<file path="src/sray_pkg.sv">
// ----------------------------------------------------------------------------
// sray_pkg
// Shared types, constants and bitboard helpers for the sliding ray attack
// generator: direction codes, file wrap masks and directional shifts.
// ----------------------------------------------------------------------------
package sray_pkg;

	localparam int unsigned BOARD_SQUARES = 64;
	localparam int unsigned SQUARE_W      = 6;
	localparam int unsigned NUM_DIRS      = 8;

	typedef logic [BOARD_SQUARES-1:0] bb_t;
	typedef logic [SQUARE_W-1:0]      square_t;

	// Ray directions; orthogonal ones first, diagonal ones after
	typedef enum logic [2:0] {
		DIR_UP    = 3'd0,  // +8
		DIR_DOWN  = 3'd1,  // -8
		DIR_RIGHT = 3'd2,  // +1
		DIR_LEFT  = 3'd3,  // -1
		DIR_NE    = 3'd4,  // +9
		DIR_NW    = 3'd5,  // +7
		DIR_SE    = 3'd6,  // -7
		DIR_SW    = 3'd7   // -9
	} dir_t;

	localparam bb_t FILE_A = 64'h0101_0101_0101_0101;
	localparam bb_t FILE_H = 64'h8080_8080_8080_8080;

	// Occluded fill state: generator and propagator per direction
	typedef struct packed {
		bb_t [NUM_DIRS-1:0] gen;
		bb_t [NUM_DIRS-1:0] pro;
	} fill_t;

	// Squares a one-step move in direction d may land on without wrapping
	function automatic bb_t wrap_mask(dir_t d);
		bb_t m;
		unique case (d)
			DIR_RIGHT, DIR_NE, DIR_SE: m = ~FILE_A;
			DIR_LEFT, DIR_NW, DIR_SW:  m = ~FILE_H;
			DIR_UP, DIR_DOWN:          m = '1;
		endcase
		return m;
	endfunction

	// Shift a bitboard n steps along direction d (n is 1, 2 or 4)
	function automatic bb_t dir_shift(bb_t x, dir_t d, logic [2:0] n);
		logic [5:0] amt;
		bb_t        r;
		unique case (d)
			DIR_UP, DIR_DOWN:    amt = {n, 3'b000};
			DIR_RIGHT, DIR_LEFT: amt = {3'b000, n};
			DIR_NE, DIR_SW:      amt = {n, 3'b000} + {3'b000, n};
			DIR_NW, DIR_SE:      amt = {n, 3'b000} - {3'b000, n};
		endcase
		unique case (d)
			DIR_UP, DIR_RIGHT, DIR_NE, DIR_NW:  r = x << amt;
			DIR_DOWN, DIR_LEFT, DIR_SE, DIR_SW: r = x >> amt;
		endcase
		return r;
	endfunction

endpackage

</file>
<file path="src/sray_req_if.sv">
// ----------------------------------------------------------------------------
// sray_req_if
// Request channel: origin square and board occupancy, valid/ready handshake.
// ----------------------------------------------------------------------------
interface sray_req_if;
	logic              valid;
	logic              ready;
	sray_pkg::square_t square;
	sray_pkg::bb_t     occupancy;

	modport source (output valid, output square, output occupancy, input ready);
	modport sink   (input valid, input square, input occupancy, output ready);
endinterface

</file>
<file path="src/sray_rsp_if.sv">
// ----------------------------------------------------------------------------
// sray_rsp_if
// Response channel: orthogonal and diagonal attack masks, valid/ready.
// ----------------------------------------------------------------------------
interface sray_rsp_if;
	logic          valid;
	logic          ready;
	sray_pkg::bb_t orthogonal_attacks;
	sray_pkg::bb_t diagonal_attacks;

	modport source (output valid, output orthogonal_attacks, output diagonal_attacks,
		input ready);
	modport sink   (input valid, input orthogonal_attacks, input diagonal_attacks,
		output ready);
endinterface

</file>
<file path="src/sray_entry.sv">
// ----------------------------------------------------------------------------
// sray_entry
// First pipeline stage: decodes the origin square and seeds the occluded
// fill of all eight rays from the occupancy mask.
// ----------------------------------------------------------------------------
module sray_entry (
	input  logic           clk,
	input  logic           arst_n,
	sray_req_if.sink       req,
	output logic           valid,
	output sray_pkg::fill_t fill,
	input  logic           ready
);

	logic            valid_s1;
	sray_pkg::fill_t fill_s1;
	sray_pkg::fill_t seed;
	sray_pkg::bb_t   origin;
	logic            advance;

	// Stage takes a request when empty or when its content moves on
	assign advance   = !valid_s1 || ready;
	assign req.ready = advance;

	// Seed: origin as generator, empty squares as propagator (wrap-masked)
	always_comb begin
		origin = sray_pkg::bb_t'(1) << req.square;
		for (int d = 0; d < sray_pkg::NUM_DIRS; d++) begin
			seed.gen[d] = origin;
			seed.pro[d] = ~req.occupancy & sray_pkg::wrap_mask(sray_pkg::dir_t'(d));
		end
	end

	always_ff @(posedge clk or negedge arst_n) begin
		if (!arst_n) begin
			valid_s1 <= 1'b0;
		end else if (advance) begin
			valid_s1 <= req.valid;
		end
	end

	always_ff @(posedge clk) begin
		if (advance && req.valid) begin
			fill_s1 <= seed;
		end
	end

	assign valid = valid_s1;
	assign fill  = fill_s1;

endmodule

</file>
<file path="src/sray_fill_step.sv">
// ----------------------------------------------------------------------------
// sray_fill_step
// One doubling step of the parallel-prefix occluded fill for all eight rays.
// The step input selects the stride: 1, 2 or 4 squares.
// ----------------------------------------------------------------------------
module sray_fill_step (
	input  logic            clk,
	input  logic            arst_n,
	input  logic [1:0]      step,
	input  logic            in_valid,
	output logic            in_ready,
	input  sray_pkg::fill_t in_fill,
	output logic            out_valid,
	input  logic            out_ready,
	output sray_pkg::fill_t out_fill
);

	logic            valid_s1;
	sray_pkg::fill_t fill_s1;
	sray_pkg::fill_t fill_next;
	logic [2:0]      stride;
	logic            advance;

	assign advance  = !valid_s1 || out_ready;
	assign in_ready = advance;
	assign stride   = 3'b001 << step;

	// Extend generators across runs of empty squares, then double the runs
	always_comb begin
		for (int d = 0; d < sray_pkg::NUM_DIRS; d++) begin
			fill_next.gen[d] = in_fill.gen[d] | (in_fill.pro[d] &
				sray_pkg::dir_shift(in_fill.gen[d], sray_pkg::dir_t'(d), stride));
			fill_next.pro[d] = in_fill.pro[d] &
				sray_pkg::dir_shift(in_fill.pro[d], sray_pkg::dir_t'(d), stride);
		end
	end

	always_ff @(posedge clk or negedge arst_n) begin
		if (!arst_n) begin
			valid_s1 <= 1'b0;
		end else if (advance) begin
			valid_s1 <= in_valid;
		end
	end

	always_ff @(posedge clk) begin
		if (advance && in_valid) begin
			fill_s1 <= fill_next;
		end
	end

	assign out_valid = valid_s1;
	assign out_fill  = fill_s1;

endmodule

</file>
<file path="src/sray_collect.sv">
// ----------------------------------------------------------------------------
// sray_collect
// Last pipeline stage: moves each filled ray one square onward (taking in
// the first blocker), drops wrapped squares and merges rays into two masks.
// ----------------------------------------------------------------------------
module sray_collect (
	input  logic            clk,
	input  logic            arst_n,
	input  logic            in_valid,
	output logic            in_ready,
	input  sray_pkg::fill_t in_fill,
	sray_rsp_if.source      rsp
);

	logic          valid_s1;
	sray_pkg::bb_t orth_s1;
	sray_pkg::bb_t diag_s1;
	sray_pkg::bb_t orth_next;
	sray_pkg::bb_t diag_next;
	logic          advance;

	assign advance  = !valid_s1 || rsp.ready;
	assign in_ready = advance;

	// Orthogonal rays are directions 0..3, diagonal ones 4..7
	always_comb begin
		orth_next = '0;
		diag_next = '0;
		for (int d = 0; d < sray_pkg::NUM_DIRS; d++) begin
			if (d < sray_pkg::NUM_DIRS / 2) begin
				orth_next |= sray_pkg::dir_shift(in_fill.gen[d], sray_pkg::dir_t'(d), 3'd1)
					& sray_pkg::wrap_mask(sray_pkg::dir_t'(d));
			end else begin
				diag_next |= sray_pkg::dir_shift(in_fill.gen[d], sray_pkg::dir_t'(d), 3'd1)
					& sray_pkg::wrap_mask(sray_pkg::dir_t'(d));
			end
		end
	end

	always_ff @(posedge clk or negedge arst_n) begin
		if (!arst_n) begin
			valid_s1 <= 1'b0;
		end else if (advance) begin
			valid_s1 <= in_valid;
		end
	end

	always_ff @(posedge clk) begin
		if (advance && in_valid) begin
			orth_s1 <= orth_next;
			diag_s1 <= diag_next;
		end
	end

	assign rsp.valid              = valid_s1;
	assign rsp.orthogonal_attacks = orth_s1;
	assign rsp.diagonal_attacks   = diag_s1;

endmodule

</file>
<file path="src/sliding_ray_attack_generator_top.sv">
// ----------------------------------------------------------------------------
// sliding_ray_attack_generator_top
// Sliding piece attack masks with blockers, via a pipelined occluded fill.
// ----------------------------------------------------------------------------
// Pipeline: five register stages from request accept to response valid
// (seed, three fill steps of stride 1/2/4, collect).
// Throughput: one request per cycle while rsp.ready holds; every stage has
// its own valid bit and fills bubbles while the response side stalls.
// Reset: arst_n clears all stage valid bits; payload registers are not reset.
// ----------------------------------------------------------------------------
module sliding_ray_attack_generator_top (
	input  logic       clk,
	input  logic       arst_n,
	sray_req_if.sink   req,
	sray_rsp_if.source rsp
);

	logic            valid_s1, valid_s2, valid_s3, valid_s4;
	logic            ready_s1, ready_s2, ready_s3, ready_s4;
	sray_pkg::fill_t fill_s1, fill_s2, fill_s3, fill_s4;

	// Seed stage
	sray_entry u_entry (
		.clk    (clk),
		.arst_n (arst_n),
		.req    (req),
		.valid  (valid_s1),
		.fill   (fill_s1),
		.ready  (ready_s1)
	);

	// Fill, stride 1
	sray_fill_step u_fill_1 (
		.clk       (clk),
		.arst_n    (arst_n),
		.step      (2'd0),
		.in_valid  (valid_s1),
		.in_ready  (ready_s1),
		.in_fill   (fill_s1),
		.out_valid (valid_s2),
		.out_ready (ready_s2),
		.out_fill  (fill_s2)
	);

	// Fill, stride 2
	sray_fill_step u_fill_2 (
		.clk       (clk),
		.arst_n    (arst_n),
		.step      (2'd1),
		.in_valid  (valid_s2),
		.in_ready  (ready_s2),
		.in_fill   (fill_s2),
		.out_valid (valid_s3),
		.out_ready (ready_s3),
		.out_fill  (fill_s3)
	);

	// Fill, stride 4
	sray_fill_step u_fill_4 (
		.clk       (clk),
		.arst_n    (arst_n),
		.step      (2'd2),
		.in_valid  (valid_s3),
		.in_ready  (ready_s3),
		.in_fill   (fill_s3),
		.out_valid (valid_s4),
		.out_ready (ready_s4),
		.out_fill  (fill_s4)
	);

	// Final step and merge into the two response masks
	sray_collect u_collect (
		.clk      (clk),
		.arst_n   (arst_n),
		.in_valid (valid_s4),
		.in_ready (ready_s4),
		.in_fill  (fill_s4),
		.rsp      (rsp)
	);

endmodule

</file>
<file path="src/flat_wrapper.sv">
// flat-port wrapper written by rule: the top's interface ports become plain ports
module sliding_ray_attack_generator_top_flat 
  (clk, arst_n, req_valid, req_square, req_occupancy, req_ready, rsp_valid, rsp_orthogonal_attacks, rsp_diagonal_attacks, rsp_ready);
  sray_req_if req_i ();
  sray_rsp_if rsp_i ();
  input  logic clk;
  input  logic arst_n;
  input wire logic [$bits(req_i.valid)-1:0] req_valid;
  input wire logic [$bits(req_i.square)-1:0] req_square;
  input wire logic [$bits(req_i.occupancy)-1:0] req_occupancy;
  output wire logic [$bits(req_i.ready)-1:0] req_ready;
  output wire logic [$bits(rsp_i.valid)-1:0] rsp_valid;
  output wire logic [$bits(rsp_i.orthogonal_attacks)-1:0] rsp_orthogonal_attacks;
  output wire logic [$bits(rsp_i.diagonal_attacks)-1:0] rsp_diagonal_attacks;
  input wire logic [$bits(rsp_i.ready)-1:0] rsp_ready;
  assign req_i.valid = req_valid;
  assign req_i.square = req_square;
  assign req_i.occupancy = req_occupancy;
  assign req_ready = req_i.ready;
  assign rsp_valid = rsp_i.valid;
  assign rsp_orthogonal_attacks = rsp_i.orthogonal_attacks;
  assign rsp_diagonal_attacks = rsp_i.diagonal_attacks;
  assign rsp_i.ready = rsp_ready;
  sliding_ray_attack_generator_top u_core (.clk(clk), .arst_n(arst_n), .req(req_i), .rsp(rsp_i));
endmodule
</file>
<file path="config.mk">
export PLATFORM = sky130hd
export DESIGN_NAME = sliding_ray_attack_generator_top_flat
export DESIGN_NICKNAME = d
export VERILOG_FILES = /design/src/sray_pkg.sv /design/src/sray_req_if.sv /design/src/sray_rsp_if.sv /design/src/sray_entry.sv /design/src/sray_fill_step.sv /design/src/sray_collect.sv /design/src/sliding_ray_attack_generator_top.sv /design/src/flat_wrapper.sv
export SDC_FILE = /design/constraint.sdc
export NUM_CORES = 1
export LEC_CHECK = 0
export CAP_MARGIN = 0
export CORE_MARGIN = 4
export CORE_UTILIZATION = 40
export CTS_CLUSTER_SIZE = 14
export DETAILED_ROUTE_END_ITERATION = 16
export DONT_BUFFER_PORTS = 1
export GPL_ROUTABILITY_DRIVEN = 0
export PLACE_DENSITY = 0.57
export RECOVER_POWER = 100
export SLEW_MARGIN = 20
export SYNTH_ARGS = -nofsm -noshare
export SYNTH_HDL_FRONTEND = slang
export SYNTH_SLANG_ARGS = --single-unit
</file>
<file path="constraint.sdc">
create_clock -name clk -period 50 [get_ports clk]
set_clock_uncertainty 0.05 [all_clocks]
set_input_delay 2.5 -clock clk [delete_from_list [all_inputs] [get_ports clk]]
set_output_delay 2.5 -clock clk [all_outputs]
set_load 0.03 [all_outputs]
</file>
**Yosys cells after proc, flatten, opt, wreduce, memory -nomap -nowiden**

Cells that the tools add are included.

- Shift-type cells: 1
- Bitwise operators: 71
- Reductions and logical operators: 15

Operators by type and width:

| kind | number |
|---|---|
| 64-bit bitwise OR | 10 |
| 56-bit bitwise AND | 8 |
| 63-bit bitwise AND | 6 |
| 56-bit bitwise OR | 6 |
| 55-bit bitwise AND | 5 |
| 64-bit by 63-bit bitwise OR with 64-bit output | 4 |
| 63-bit bitwise OR | 4 |
| 55-bit bitwise OR | 3 |
| 64-bit by 46-bit bitwise AND with 64-bit output | 2 |
| 64-bit by 48-bit bitwise AND with 64-bit output | 2 |
| 64-bit by 56-bit bitwise AND with 64-bit output | 2 |
| 64-bit by 57-bit bitwise AND with 64-bit output | 2 |
| 64-bit by 62-bit bitwise AND with 64-bit output | 2 |
| 64-bit by 56-bit bitwise OR with 64-bit output | 2 |
| 55-bit by 56-bit bitwise AND with 56-bit output | 2 |
| 64-bit by 28-bit bitwise AND with 64-bit output | 1 |
| 64-bit by 32-bit bitwise AND with 64-bit output | 1 |
| 64-bit by 50-bit bitwise AND with 64-bit output | 1 |
| 64-bit by 60-bit bitwise AND with 64-bit output | 1 |
| 64-bit inverter | 1 |
| 64-bit by 55-bit bitwise OR with 64-bit output | 1 |
| 1-bit by 6-bit left shift with 64-bit output (first input constant) | 1 |
| 63-bit by 36-bit bitwise AND with 63-bit output | 1 |
| 63-bit by 50-bit bitwise AND with 63-bit output | 1 |
| other kinds (6) | 18 |

- Bits in registers: 2,801
- Bits of input ports: 74
- Output and inout bits: 130
- Word-level logic and storage cells: 138

**Depth between registers and ports, before layout**

- Word-level depth: 7
- Depth in mapped cells: 4
- Mapped depth without buffers: 2

**Cells and area by module**

Synthesis repeated with hierarchy kept, for this count alone.

- Cells, all modules: 22,344
- Area, all modules: 243,338.4 um^2

By module, submodules not included:

| module | instances | cells an instance | area an instance (um^2) | sequential area each (um^2) |
|---|---|---|---|---|
| sray_fill_step | 3 | 6,966 | 75,751.4 | 30,774.5 |
| sray_entry | 1 | 1,188 | 11,323.4 | 3,868.7 |
| sray_collect | 1 | 256 | 4,753.3 | 3,868.7 |
| sliding_ray_attack_generator_top | 1 | 2 | 7.5 | 0.0 |

**Worst setup path after synthesis**

OpenSTA, ideal clock, no wires.

- Kind: input-to-reg
- From: input port rsp_ready
- To: register u_core.u_fill_1.fill_s1 (netlist bit u_core.u_fill_1.out_fill[1001]), enable pin
- Setup time: 2.107 ns
- Arrival: 38.297 ns
- Data required time: 47.843 ns
- Slack: 9.545 ns
- Stages on the path: 3
- Buffers on the path: 1
- Path through: and4b_1 -> clkbuf_1 -> a21boi_0

- Cells in the longest elaborated chain, start to end: 5

RTL lines:

| what | line | text |
|---|---|---|
| from (decl) | flat_wrapper.sv:15 | `input wire logic [$bits(rsp_i.ready)-1:0] rsp_ready;` |
| 1-bit logical OR | sray_collect.sv:22 | `assign advance = !valid_s1 \|\| rsp.ready;` |
| 1-bit logical OR (3 in series) | sray_fill_step.sv:24 | `assign advance = !valid_s1 \|\| out_ready;` |
| 1-bit logical AND | sray_fill_step.sv:47 | `if (advance && in_valid) begin` |
| to (signal assigned) | sray_fill_step.sv:48 | `fill_s1 <= fill_next;` |
| to (decl) | sray_fill_step.sv:19 | `sray_pkg::fill_t fill_s1;` |

Every way passes these cells.
A chain may end at the register's enable or synchronous reset.

**Worst setup path in the final report**

- From: input port rsp_ready
- To: register u_core.u_fill_1.fill_s1 (netlist bit u_core.u_fill_1.out_fill[538]), enable pin

Same word-level chain as after synthesis.

==> impl_metrics.env <==
export IMPL_status="finished with violations"
export IMPL_violations="capacitance limit, slew limit"
export IMPL_stdcell_count=4855
export IMPL_p_clk_frac=0.367
export IMPL_ys_top_cells_by_count="1540 x edfxtp_1, 729 x a21o_1, 198 x and2_1"
export IMPL_cts_sinks=1545
export IMPL_drv_cap=24
export IMPL_first_pass_iters=5
export IMPL_post_cts_buffers=0
export IMPL_hold_viol=0
export IMPL_ys_seq_area_frac=0.842
export IMPL_netlist_top_cell_by_area="edfxtp_1"
export IMPL_wirelength_mm=143
export IMPL_synth_edff_count=1540
export IMPL_combPwrFrac=0.057
export IMPL_grt_max_degree=142
export IMPL_netSwitchingPower_uw=748
export IMPL_hp_class="reg -> reg"
export IMPL_p_sw_frac=0.238
export IMPL_rsz0062_at_grt="no"
export IMPL_cpPeakStageDelay_ps=5350
export IMPL_dp_cells=4558
export IMPL_fmaxAchievable_mhz=60.3
export IMPL_drtIter0Drc=3024
export IMPL_dr_total_vias=26379
export IMPL_ir_drop_mv=0.0316
export IMPL_clockRootBuffer="clkbuf_16"
export IMPL_ant_nets=0
export IMPL_power_density_nw_per_um2=50.7
export IMPL_avgViaCountPerCell=5.43
export IMPL_core_area_um2=136000
export IMPL_cts_buffers=159
export IMPL_initial_utilization=0.405
export IMPL_cts_resized_gates=0
export IMPL_syn_area_per_cell_um2=19.3
export IMPL_syn_inst=2855
export IMPL_fillCellCount=11445
export IMPL_worst_slew_pin_slew_ps=7510
export IMPL_nNetsFinal=3012
export IMPL_yosysWarnings=0
export IMPL_worstPathCellList="and4b_1 -> a21boi_0 -> clkbuf_1 -> clkbuf_1 -> clkbuf_1 -> clkbuf_1"
export IMPL_maxSlewViolCount=1583
export IMPL_worstPathRequired_ps=50220
export IMPL_setup_viol=0
export IMPL_synthFlopType="edfxtp_1"
export IMPL_antenna_found_initial=19
export IMPL_ys_ff_latch=1545
export IMPL_drive_gt1_frac=0.0835
export IMPL_die_x_um=379
export IMPL_clkTransAtPathRegs_ps=60
export IMPL_hold_buffers=0
export IMPL_grt_pass1_vias=26179
export IMPL_grt_pass1_wl_mm=197
export IMPL_wire_per_inst_um=29.4
export IMPL_rows=135
export IMPL_fin_setup_tns_ps=0
export IMPL_htreeDepth=4
export IMPL_place_hpwl_mm=98.4
export IMPL_grt_overflow=0
export IMPL_arrival_ps=16800
export IMPL_critPathMaxFanout=141
export IMPL_die_area_um2=144000
export IMPL_worstHoldStart="u_core.u_fill_2.out_fill[973]"
export IMPL_cp_startpoint="rsp_ready"
export IMPL_yosysTopAreaCellShare=0.839
export IMPL_rr_startpoint="u_core.u_collect.rsp.valid"
export IMPL_cpMostUsedCell="clkbuf_1"
export IMPL_async_reset_ff_frac=0.00324
export IMPL_end_kind="flip-flop"
export IMPL_synth_cell_types=27
export IMPL_synth_area_leaders="edfxtp_1 84%, a21o_1 9.9%, and2_1 2.2%, or4_1 0.98%, nor2_1 0.44%"
export IMPL_area_delta_synth_final_pct=12.8
export IMPL_clock_path_buffers=3
export IMPL_period_share=0.332
export IMPL_start_kind="input pin"
export IMPL_cts_tree="built"
export IMPL_min_period_ps=16580
export IMPL_track_usage=0.198
export IMPL_crit_slowest_cell="clkbuf_1"
export IMPL_syn_area_um2=55100
export IMPL_internal_power_uw=2400
export IMPL_die_h_um=379
export IMPL_relSlewSlack=-4.00
export IMPL_critPathKind="in -> reg"
export IMPL_portBuffers=0
export IMPL_p_seq_frac=0.576
export IMPL_syn_num_nets=2929
export IMPL_insertion_delay_ps=790
export IMPL_post_route_drc_count=0
export IMPL_synth_most_common_cell="edfxtp_1"
export IMPL_p_leak_uw=0.0233
export IMPL_io_pins=204
==> critical path: cells and delay by family <==
family	cells	cell delay (ps)
AND/OR/NAND/NOR	1	260
buffers and inverters	4	13510
AO/OA/AOI/OAI	1	230
==> state kept, by name, summed over array words and instances, names as in the netlist, 64 cells and up <==
name / cells
u_core.u_collect.rsp.diagonal_attacks: 64
u_core.u_collect.rsp.orthogonal_attacks: 64
u_core.u_entry.fill: 124
u_core.u_fill_1.out_fill: 494
u_core.u_fill_2.out_fill: 430
u_core.u_fill_4.out_fill: 364
==> logic make-up (layout without fill, tap and decap cells) <==
kind of cell,count (synthesis),after routing,share of synthesized area
AO/OA/AOI/OAI,732,732,0.0997
buffers and inverters,160,370,0.0115
flip-flops,1545,1545,0.842
other,0,9,0
AND/OR/NAND/NOR,418,418,0.0471
==> power by group through the flow <==
stage | clock network, uW | logic (uW) | registers [uW]
finish | 1160 | 179 | 1810
global route | 1240 | 195 | 1830
CTS | 1180 | 186 | 1800
detailed placement | 0 | 184 | 1820
global placement | 0 | 180 | 1820
floorplan | 0 | 128 | 1870
==> final timing paths <==
path                                                 end  slack [ps]  depth (start not counted)
min in group asynchronous      u_core.u_fill_4.out_valid        1360                          0
max in group asynchronous           u_core.u_entry.valid       48460                          0
max reg2reg                u_core.u_fill_1.out_fill[538]       34550                          6
min                        u_core.u_fill_4.out_fill[973]         360                          0
min reg2reg                u_core.u_fill_4.out_fill[973]         360                          0
max                        u_core.u_fill_1.out_fill[538]       33420                          6
==> metrics by stage <==
stage	util	power [uW]	hold WS, ps	cell area (um^2)	worst slack, ps
final	0.456	3150	360	62100	33420
after global routing	0.456	3260	363	62100	32130
after CTS	0.457	3170	358	62200	44090
after detailed placement	0.420	2010	355	57100	43370
after global placement	0.420	2000	351	57100	43460
after floorplan	-	2000	350	55100	9550
==> cells in the final DEF (no fill, tap or decap), types with 29 or more instances in the layout <==
master,instances
or4_1,72
edfxtp_1,1540
and2_0,100
inv_1,61
clkbuf_1,59
a21o_1,729
nor2_1,64
clkbuf_16,163
and2_1,98
or2_2,29
==> routing by layer <==
layer,vias to the layer above,routed length [um],part of all wire,global-route usage
met3,190,11500,0.081,0.0468
met5,-,12,0.000084,0
li1,11292,-,-,-
met1,13802,58800,0.41,0.267
met2,1093,68700,0.48,0.321
met4,2,3770,0.026,0.0577
==> layout make-up <==
cell class,instances,area (um^2),area share
inverter,61,229,0.00369
antenna,9,22.5,0.000363
timing repair buffer,21,78.8,0.00127
clock buffer,202,4240,0.0682
multi-input combinational,1150,8100,0.130
clock inverter,86,863,0.0139
sequential,1545,46400,0.746
tap,1781,2230,0.0359
(Power assumes the default switching activity.)
